File: config.mk
export PLATFORM = sky130hd
export DESIGN_NAME = ring_router_route_and_vc_alloc
export DESIGN_NICKNAME = d
export VERILOG_FILES = /design/src/sv/rrva_pkg.sv /design/src/sv/ring_router_route_and_vc_alloc.sv
export SDC_FILE = /design/constraint.sdc
export NUM_CORES = 1
export LEC_CHECK = 0
export BUFFER_PORTS_ARGS = -buffer_cell sky130_fd_sc_hd__buf_2
export CAP_MARGIN = 20
export CORE_AREA = 5 5 306 308
export DETAILED_ROUTE_END_ITERATION = 12
export DIE_AREA = 0 0 311 313
export PLACE_DENSITY = 0.63
export SLEW_MARGIN = 20
export SYNTH_ARGS = -nofsm -noshare
export SYNTH_HDL_FRONTEND = slang
export SYNTH_SLANG_ARGS = --single-unit
File: constraint.sdc
create_clock -name clk -period 6 [get_ports clk]
set_input_delay 1.2 -clock clk [delete_from_list [all_inputs] [get_ports clk]]
set_output_delay 1.2 -clock clk [all_outputs]
set_load 0.05 [all_outputs]
File: src/sv/rrva_pkg.sv
package rrva_pkg;

  localparam int NUM_PORTS = 3;

  localparam logic [1:0] REQ_LOAD  = 2'd0;
  localparam logic [1:0] REQ_CLEAR = 2'd1;
  localparam logic [1:0] REQ_ARB   = 2'd2;

  localparam logic [1:0] PORT_LOCAL   = 2'd0;
  localparam logic [1:0] PORT_LEFT    = 2'd1;
  localparam logic [1:0] PORT_RIGHT   = 2'd2;
  localparam logic [1:0] PORT_INVALID = 2'd3;

  localparam logic [1:0] DIR_NONE   = 2'd0;
  localparam logic [1:0] DIR_UNUSED = 2'd3;

  localparam logic [2:0] ADDR_ROUTER_ID = 3'd0;
  localparam logic [2:0] ADDR_RING_SIZE = 3'd4;

  localparam logic [5:0] ROUTER_ID_RST = 6'd0;
  localparam logic [6:0] RING_SIZE_RST = 7'd4;

  typedef logic [47:0] age_t;
  typedef logic [5:0]  dest_t;

endpackage

File: src/sv/ring_router_route_and_vc_alloc.sv
// Ring router slot table with route computation and oldest-first VC allocation.
// Input channel (in_valid/in_ready): one request per transfer. A load stores a
// flit in slot (in_port, in_vc) and, for a ready head that is not route-fixed,
// computes the output port. A clear empties a slot. An arbitrate request scans
// all slots for the oldest routed head flit from another port that wants the
// requested output port and VC.
// Result channel (out_valid/out_ready): exactly one result transfer per request.
// A load, clear or unknown request goes from S_IDLE straight to S_DONE; an
// arbitrate request first passes through S_SCAN, where the single age
// comparator visits one slot per cycle, and then reaches S_DONE. From S_DONE
// the result is registered in the output register.
// The block takes one request at a time; it accepts the next request as soon
// as the previous one is finished, even while that result still waits in the
// output register. A stalled receiver holds the result and, once the next
// request is done, holds that request until the output register frees up.
// Configuration (router_id at 0x0, ring_size at 0x4) is to be written through
// the APB-style port only while the block is idle; the block does not enforce it.
// Reset clears every slot's valid, head, routed and route bits, sets router_id
// to 0 and ring_size to 4.
module ring_router_route_and_vc_alloc
  import rrva_pkg::*;
#(
  parameter int NUM_VCS = 4
) (
  input  logic        clk,
  input  logic        rst_n,
  input  logic        in_valid,
  output logic        in_ready,
  input  logic [1:0]  in_req_type,
  input  logic [1:0]  in_in_port,
  input  logic [1:0]  in_in_vc,
  input  logic [5:0]  in_flit_dst,
  input  logic [1:0]  in_flit_dir,
  input  logic [47:0] in_flit_time,
  input  logic        in_is_head,
  input  logic        in_flit_ready,
  input  logic        in_route_fixed,
  input  logic [1:0]  in_out_port,
  input  logic [1:0]  in_out_vc,
  output logic        out_valid,
  input  logic        out_ready,
  output logic        out_route_done,
  output logic [1:0]  out_route_port,
  output logic [1:0]  out_new_dir,
  output logic        out_winner_found,
  output logic [1:0]  out_winner_port,
  output logic [1:0]  out_winner_vc,
  input  logic        cfg_psel,
  input  logic        cfg_penable,
  input  logic        cfg_pwrite,
  input  logic [2:0]  cfg_paddr,
  input  logic [31:0] cfg_pwdata,
  output logic [31:0] cfg_prdata,
  output logic        cfg_pready
);

  localparam int VC_W = (NUM_VCS > 1) ? $clog2(NUM_VCS) : 1;
  localparam logic [VC_W-1:0] LAST_VC = VC_W'(NUM_VCS - 1);
  localparam logic [1:0] LAST_PORT = 2'(NUM_PORTS - 1);

  localparam logic [1:0] S_IDLE = 2'd0;
  localparam logic [1:0] S_SCAN = 2'd1;
  localparam logic [1:0] S_DONE = 2'd2;

  logic [1:0] state_r, state_nxt;

  logic [5:0] router_id_r;
  logic [6:0] ring_size_r;

  logic       slot_valid_r  [NUM_PORTS][NUM_VCS];
  logic       slot_head_r   [NUM_PORTS][NUM_VCS];
  logic       slot_routed_r [NUM_PORTS][NUM_VCS];
  logic [2:0] slot_mask_r   [NUM_PORTS][NUM_VCS];
  dest_t      slot_dest_r   [NUM_PORTS][NUM_VCS];
  age_t       slot_age_r    [NUM_PORTS][NUM_VCS];

  logic [1:0]      scan_port_r;
  logic [VC_W-1:0] scan_vc_r;
  logic [1:0]      arb_port_r;
  logic [1:0]      arb_vc_r;
  logic            found_r;
  age_t            best_age_r;
  logic [1:0]      win_port_r;
  logic [VC_W-1:0] win_vc_r;

  logic       res_route_done_r;
  logic [1:0] res_route_port_r;
  logic [1:0] res_new_dir_r;

  logic            out_valid_r;
  logic            o_route_done_r;
  logic [1:0]      o_route_port_r;
  logic [1:0]      o_new_dir_r;
  logic            o_winner_found_r;
  logic [1:0]      o_winner_port_r;
  logic [1:0]      o_winner_vc_r;

  logic            in_fire;
  logic            cfg_wr;
  logic            slot_ok;
  logic [VC_W-1:0] ld_vc;
  logic            do_route;
  logic [1:0]      dir_eff;
  logic [1:0]      rt_port;
  logic [1:0]      rt_dir;
  logic signed [8:0] id_s, dst_s, n_s, left_s, right_s;
  logic            cand;
  logic            duato_ok;
  logic            scan_last;
  logic            out_free;

  assign in_ready   = (state_r == S_IDLE);
  assign in_fire    = in_valid && in_ready;
  assign cfg_pready = 1'b1;
  assign cfg_wr     = cfg_psel && cfg_penable && cfg_pwrite;
  assign cfg_prdata = (cfg_paddr == ADDR_RING_SIZE) ? {25'd0, ring_size_r}
                                                    : {26'd0, router_id_r};

  assign slot_ok  = ({1'b0, in_in_port} < 3'(NUM_PORTS)) && (int'(in_in_vc) < NUM_VCS);
  assign ld_vc    = VC_W'(in_in_vc);
  assign do_route = in_is_head && in_flit_ready && !in_route_fixed;
  assign dir_eff  = (in_flit_dir == DIR_UNUSED) ? DIR_NONE : in_flit_dir;

  always_comb begin
    id_s  = signed'({3'b000, router_id_r});
    dst_s = signed'({3'b000, in_flit_dst});
    n_s   = signed'({2'b00, ring_size_r});
    if (id_s > dst_s) begin
      left_s  = id_s - dst_s;
      right_s = dst_s - id_s + n_s;
    end else begin
      left_s  = id_s - dst_s + n_s;
      right_s = dst_s - id_s;
    end
    if (in_flit_dst == router_id_r) begin
      rt_port = PORT_LOCAL;
      rt_dir  = dir_eff;
    end else if (dir_eff != DIR_NONE) begin
      rt_port = dir_eff;
      rt_dir  = dir_eff;
    end else begin
      rt_port = (left_s < right_s) ? PORT_LEFT : PORT_RIGHT;
      rt_dir  = rt_port;
    end
  end

  always_comb begin
    duato_ok = 1'b1;
    if (int'(arb_vc_r) == NUM_VCS - 2 &&
        router_id_r > slot_dest_r[scan_port_r][scan_vc_r]) begin
      duato_ok = 1'b0;
    end
    if (int'(arb_vc_r) == NUM_VCS - 1 &&
        router_id_r < slot_dest_r[scan_port_r][scan_vc_r]) begin
      duato_ok = 1'b0;
    end
    cand = (scan_port_r != arb_port_r) && (arb_port_r != PORT_INVALID) &&
           slot_valid_r[scan_port_r][scan_vc_r] &&
           slot_mask_r[scan_port_r][scan_vc_r][arb_port_r] &&
           slot_head_r[scan_port_r][scan_vc_r] &&
           slot_routed_r[scan_port_r][scan_vc_r] && duato_ok &&
           (!found_r || slot_age_r[scan_port_r][scan_vc_r] < best_age_r);
  end

  assign scan_last = (scan_port_r == LAST_PORT) && (scan_vc_r == LAST_VC);
  assign out_free  = !out_valid_r || out_ready;

  always_comb begin
    state_nxt = state_r;
    case (state_r)
      S_IDLE: begin
        if (in_fire) begin
          state_nxt = (in_req_type == REQ_ARB) ? S_SCAN : S_DONE;
        end
      end
      S_SCAN: begin
        if (scan_last) begin
          state_nxt = S_DONE;
        end
      end
      S_DONE: begin
        if (out_free) begin
          state_nxt = S_IDLE;
        end
      end
      default: state_nxt = S_IDLE;
    endcase
  end

  always_ff @(posedge clk) begin
    if (!rst_n) begin
      state_r     <= S_IDLE;
      router_id_r <= ROUTER_ID_RST;
      ring_size_r <= RING_SIZE_RST;
      out_valid_r <= 1'b0;
      for (int p = 0; p < NUM_PORTS; p++) begin
        for (int v = 0; v < NUM_VCS; v++) begin
          slot_valid_r[p][v]  <= 1'b0;
          slot_head_r[p][v]   <= 1'b0;
          slot_routed_r[p][v] <= 1'b0;
          slot_mask_r[p][v]   <= 3'b000;
        end
      end
    end else begin
      state_r <= state_nxt;
      if (cfg_wr) begin
        if (cfg_paddr == ADDR_RING_SIZE) begin
          ring_size_r <= cfg_pwdata[6:0];
        end else if (cfg_paddr == ADDR_ROUTER_ID) begin
          router_id_r <= cfg_pwdata[5:0];
        end
      end
      if (in_fire && slot_ok) begin
        if (in_req_type == REQ_LOAD) begin
          slot_valid_r[in_in_port][ld_vc]  <= 1'b1;
          slot_head_r[in_in_port][ld_vc]   <= in_is_head;
          slot_routed_r[in_in_port][ld_vc] <= do_route;
          if (do_route) begin
            slot_mask_r[in_in_port][ld_vc] <= 3'b001 << rt_port;
          end
        end else if (in_req_type == REQ_CLEAR) begin
          slot_valid_r[in_in_port][ld_vc]  <= 1'b0;
          slot_head_r[in_in_port][ld_vc]   <= 1'b0;
          slot_routed_r[in_in_port][ld_vc] <= 1'b0;
          slot_mask_r[in_in_port][ld_vc]   <= 3'b000;
        end
      end
      if (state_r == S_DONE && out_free) begin
        out_valid_r <= 1'b1;
      end else if (out_ready) begin
        out_valid_r <= 1'b0;
      end
    end
  end

  always_ff @(posedge clk) begin
    if (in_fire && slot_ok && in_req_type == REQ_LOAD) begin
      slot_dest_r[in_in_port][ld_vc] <= in_flit_dst;
      slot_age_r[in_in_port][ld_vc]  <= in_flit_time;
    end
    if (in_fire) begin
      arb_port_r       <= in_out_port;
      arb_vc_r         <= in_out_vc;
      scan_port_r      <= 2'd0;
      scan_vc_r        <= '0;
      found_r          <= 1'b0;
      best_age_r       <= '0;
      win_port_r       <= 2'd0;
      win_vc_r         <= '0;
      res_route_done_r <= 1'b0;
      res_route_port_r <= 2'd0;
      res_new_dir_r    <= 2'd0;
      if (in_req_type == REQ_LOAD && slot_ok && do_route) begin
        res_route_done_r <= 1'b1;
        res_route_port_r <= rt_port;
        res_new_dir_r    <= rt_dir;
      end
    end else if (state_r == S_SCAN) begin
      if (cand) begin
        found_r    <= 1'b1;
        best_age_r <= slot_age_r[scan_port_r][scan_vc_r];
        win_port_r <= scan_port_r;
        win_vc_r   <= scan_vc_r;
      end
      if (scan_vc_r == LAST_VC) begin
        scan_vc_r   <= '0;
        scan_port_r <= scan_port_r + 2'd1;
      end else begin
        scan_vc_r <= scan_vc_r + VC_W'(1);
      end
    end
    if (state_r == S_DONE && out_free) begin
      o_route_done_r   <= res_route_done_r;
      o_route_port_r   <= res_route_port_r;
      o_new_dir_r      <= res_new_dir_r;
      o_winner_found_r <= found_r;
      o_winner_port_r  <= win_port_r;
      o_winner_vc_r    <= 2'(win_vc_r);
    end
  end

  assign out_valid        = out_valid_r;
  assign out_route_done   = o_route_done_r;
  assign out_route_port   = o_route_port_r;
  assign out_new_dir      = o_new_dir_r;
  assign out_winner_found = o_winner_found_r;
  assign out_winner_port  = o_winner_port_r;
  assign out_winner_vc    = o_winner_vc_r;

endmodule

[After elaboration in Yosys (flattened, before gate mapping)]
Memory sizes are Yosys's and may differ from the RTL's. A register that Yosys moved wholly into a read port is not among the register bits.
Cells that the tools add are included.
Cells by class
  $add $sub $neg: 6
  $lt $le $gt $ge: 10
  equality and inequality tests: 16
  shifts and indexed selects: 1
  multiplexer cells: 114
  bitwise logic cells: 27
  reduce and logical (&&, ||, !) cells: 40
Operator list (number)
  192-bit two-way mux: 1
  48-bit two-way mux: 3
  48-bit binary-select mux with 2-bit select: 1
  48-bit demux with 2-bit select: 1
  2-bit two-way mux: 26
  1-bit two-way mux: 50
  48-bit less-than comparator: 1
  12-bit two-way mux: 4
  4-bit two-way mux: 8
  24-bit two-way mux: 1
  1-bit OR: 24
  1-bit logical AND: 21
  6-bit two-way mux: 3
  9-bit two-way mux: 2
  6-bit by 6-bit subtractor with 7-bit output: 2
  6-bit binary-select mux with 2-bit select: 1
  6-bit demux with 2-bit select: 1
  2-bit equality test, second input constant: 6
  6-bit > comparator: 2
  12-bit OR reduction: 1
  4-bit OR reduction: 3
  7-bit by 8-bit adder with 9-bit output: 1
  9-bit by 8-bit adder with 9-bit output: 1
  9-bit less-than comparator: 1
  other kinds (29): 49
Storage, ports and cells
  bits in registers: 92
  memory bits (writable): 720
  bits of input ports: 111
  output and inout bits: 45
  word-level logic and storage cells: 241
  memories: 6
Memory list
  slot_age_r: depth 3, width 192, rd ports 1, clocked after memory_dff 1, write ports 1, RTL line ring_router_route_and_vc_alloc.sv:75  | age_t slot_age_r [NUM_PORTS][NUM_VCS];
  slot_dest_r: depth 3, width 24, rd ports 1, clocked after memory_dff 1, write ports 1, RTL line ring_router_route_and_vc_alloc.sv:74  | dest_t slot_dest_r [NUM_PORTS][NUM_VCS];
  slot_mask_r: depth 3, width 12, rd ports 1, clocked after memory_dff 1, write ports 3, RTL line ring_router_route_and_vc_alloc.sv:73  | logic [2:0] slot_mask_r [NUM_PORTS][NUM_VCS];
  slot_head_r: depth 3, width 4, rd ports 1, clocked after memory_dff 1, write ports 3, RTL line ring_router_route_and_vc_alloc.sv:71  | logic slot_head_r [NUM_PORTS][NUM_VCS];
  slot_routed_r: depth 3, width 4, rd ports 1, clocked after memory_dff 1, write ports 3, RTL line ring_router_route_and_vc_alloc.sv:72  | logic slot_routed_r [NUM_PORTS][NUM_VCS];
  slot_valid_r: depth 3, width 4, rd ports 1, clocked after memory_dff 1, write ports 3, RTL line ring_router_route_and_vc_alloc.sv:70  | logic slot_valid_r [NUM_PORTS][NUM_VCS];

[Logic depth before layout (Yosys ltp)]
  depth after elaboration: 12
  gate-level depth with buffers: 23
  depth with buffers taken out: 22

[Least setup slack after synthesis]
OpenSTA, ideal clock, no wires.
  path type: input port to flip-flop
  from: input in_flit_dst[1]
  to: memory slot_mask_r[2][8] in the netlist's numbering, data pin
  setup time: 271 ps
  arrival time: 4843 ps
  required time: 5729 ps
  setup slack: 886 ps
  stages on the path: 22
  path buffers: 1
  cell sequence: inv_1 > ha_1 > nor2b_1 > o21a_1 > o21ai_1 > nand2b_1 > a21oi_1 > xnor2_1 > ha_1 > a21oi_1 > o21ai_0 > xnor2_1 > nor2_1 > a21oi_1 > ha_1 > a21o_1 > a21oi_1 > o22ai_1 > a31oi_1 > a2bb2oi_1 > buf_2 > nor2_1
RTL lines
  start, declared: RTL line ring_router_route_and_vc_alloc.sv:32  | input logic [5:0] in_flit_dst,
  end, declared: RTL line ring_router_route_and_vc_alloc.sv:73

==> run metrics <==
peak supply drop roughly 170 uV; IO Count roughly 160; vias between 15000 and 20000; Mapped Cells 2335; routability cong. ~0.83; Final HPWL DP 46.42 mm; residual DRC count 0; RSZ-0062 raised after global routing false; switching share of total power 0.2128; vias in the first global route about 20000; EDFF count, synth 760; Pint approximately 10 mW; part of the power in registers 0.509; hold path endpoint out_new_dir[1]$_DFFE_PP_; Crit. End Element register; die area between 0.09 and 0.1 sq mm; Placed Cells incl. Taps around 3600; combinational share of power 0.054; syn_area_per_cell 15.32 sq um; Clock Latency Late Sink 0.64 ns; startpoint types primary input; clock sinks roughly 840; Hold Startpoint res_new_dir_r[1]$_SDFFCE_PN0P_; # port buffers roughly 100; P_sw ~2.7 mW; total gr overflow 0; H-Tree Depth 3; worst-margin pin slew roughly 1.1 ns; setup TNS 0 ns; critical path required time around 6.4 ns; predominant post-synthesis flop cell edfxtp_1; non-filler cells, final approximately 3700; slew margin rel. 0.2380; Post-CTS Hold Fix Bufs 0; Final Hold Fails 0; initial antenna violation count 15; FF+latch count, synth about 840; TritonRoute pass-1 iters 4; clock power share 0.437; status completed; crit path buf inv count 3; Setup violations, final 0; Max-cap violations 0; CTS Buffer Depth 3; Slew Viols, Final 0; cell-by-cell trace of the critical path buf_2 -> inv_1 -> ha_1 -> nor2b_1 -> o21a_1 -> o21ai_1 -> nand2b_1 -> a21oi_1 -> xnor2_1 -> ha_1 -> a21oi_1 -> o21ai_0 -> a21oi_1 -> nor2_1 -> xnor2_1 -> ha_1 -> nand4_1 -> o22ai_1 -> a31oi_1 -> a22oi_1 -> buf_2 -> nor2_1; total CTS buffers 83; Tot GR Track Use 0.1620; setup bufs post-CTS 0; Routed Antenna Nets 0; flop2flop setup slack about 0.86 ns; asr flop ratio synth 0; post_cts resized 0; CTS root buf clkbuf_16; Slowest Stage Delay on Critical Path between 0.6 and 0.7 ns; fin nets between 2000 and 3000; DR WL/cell between 20 and 25 um; delay-heaviest family, CP compound AO/OA/AOI/OAI gates; CP Class primary input to register; sequential area share after synthesis 0.6814; hold path depth 0; leak pwr between 10 and 15 nW; layout cells sized above 1 0.1670; clock skew 0.02830 ns; Worst Hold Class register to register; CP Max Fanout 8; fillers just under 8000; largest net degree at the start of global routing between 100 and 150; Synth Cell Area 0.03578 sq mm; commonest non-fill, non-tap cells in the layout 760 x edfxtp_1, 251 x nand2_1, 178 x mux2i_1; die height between 300 and 400 um; most common cell after layout, fill and taps aside edfxtp_1; worst reg2reg path depth 13; R2R Path End best_age_r[46]$_SDFFE_PP0P_; Layout area overhead 13.82%; minimum clock period around 5.2 ns; Arr. time, crit path ~5.5 ns; FP Rows ~110; Distinct cells, synth 68; core area between 0.09 and 0.1 sq mm; Synth Warn # 0; Iteration-0 DRC Markers around 1400; clk slew on worst S/H paths roughly 0.06 ns; final period utilization 0.8622; global-route wire length before repair between 100 and 150 mm; die width 311 um; Total Routed Length around 80 mm; Initial Util 0.3939; Util after Layout 0.4484; Peak Freq between 150 and 200 MHz; worst hold margin 0.4226 ns; CP max-delay cell a22oi_1; pre-CTS setup slack approximately 0.24 ns; post-route setup slack about 0.83 ns; CTS tree done; Via density 5.310; PwrDens 310.4 mW/mm^2
Yosys cell counts (all sizes together) (31+ instances only):
| cell type | instances | area [sq um] |
|---|---|---|
| nand3 | 31 | 155.2 |
| o21ai | 158 | 790.8 |
| edfxtp | 760 | 22820 |
| buf | 72 | 508.0 |
| clkbuf | 78 | 292.8 |
| mux4 | 119 | 2688 |
| nor2 | 96 | 362.8 |
| dfxtp | 78 | 1562 |
| a21oi | 59 | 299.0 |
| mux2i | 178 | 1782 |
| nand2 | 252 | 945.9 |
| o211ai | 51 | 382.9 |
| inv | 83 | 311.6 |
| ha | 94 | 1176 |
layer usage:
layer  up-vias  track usage  part of all wire
li1       9138            -                 -
met1     10054       0.2106              0.42
met2       485       0.2823              0.51
met3       116      0.03260             0.053
met4         8      0.03824             0.018
met5         -            0           0.00075
cell type report:
class	count	area (sq um)	area share
sequential	838	24400	0.5991
multi-input combinational	1312	10570	0.2596
clock buffer	104	2228	0.05472
tap	1186	1484	0.03644
timing repair buffer	152	1028	0.02525
clock inverter	50	690.7	0.01696
inverter	83	311.5	0.007650
antenna	4	10.01	0.0002458
power groups by stage:
stage | Sequential [mW] | Clock (mW) | Combinational (mW)
floorplan | 6.56 | 0 | 0.466
global placement | 6.56 | 0 | 0.665
detailed placement | 6.56 | 0 | 0.686
CTS | 6.44 | 5.65 | 0.690
global route | 6.44 | 5.89 | 0.755
finish | 6.44 | 5.52 | 0.685
kinds of logic after synthesis:
logic type                 synth area share
xor gates and xnor gates           0.005140
and+or+nand+nor                     0.06186
AOI/OAI and AO/OA                   0.05773
DFF                                  0.6814
buffers and inverters               0.03109
adders and majority gates           0.03511
muxes                                0.1274
other                             0.0002099
worst max path at each step:
stage,start,endpoint,slack [ns],cells after the start
final,in_flit_dst[1],slot_mask_r[3][1]$_DFFE_PP_,0.83,22
after global routing,in_flit_dst[1],slot_mask_r[3][1]$_DFFE_PP_,0.47,23
after CTS,register,best_age_r[46]$_SDFFE_PP0P_,0.80,13
after detailed placement,in_flit_dst[1],slot_mask_r[2][1]$_DFFE_PP_,0.24,22
after global placement,in_flit_dst[1],slot_mask_r[3][7]$_DFFE_PP_,0.06,22
after floorplan,in_flit_dst[1],slot_mask_r[2][8]$_DFFE_PP_,0.89,22
through the flow:
stage | total power, mW | instance area (sq um)
after floorplan | 7.026 | 35960
final | 12.64 | 40730
after detailed placement | 7.249 | 37800
after global placement | 7.224 | 37790
after global routing | 13.09 | 40720
after CTS | 12.77 | 40720
registers in the layout, indices dropped and copies added (netlist names), 2 cells and up, named ones only:
name              flops
slot_age_r          576
slot_dest_r          72
best_age_r           48
slot_mask_r          48
slot_head_r          16
slot_routed_r        16
slot_valid_r         16
ring_size_r           7
router_id_r           6
arb_port_r            2
arb_vc_r              2
out_new_dir           2
out_route_port        2
out_winner_port       2
out_winner_vc         2
res_new_dir_r         2
res_route_port_r      2
scan_port_r           2
scan_vc_r             2
state_r               2
win_port_r            2
win_vc_r              2
Power figures use the tool's default switching activity.
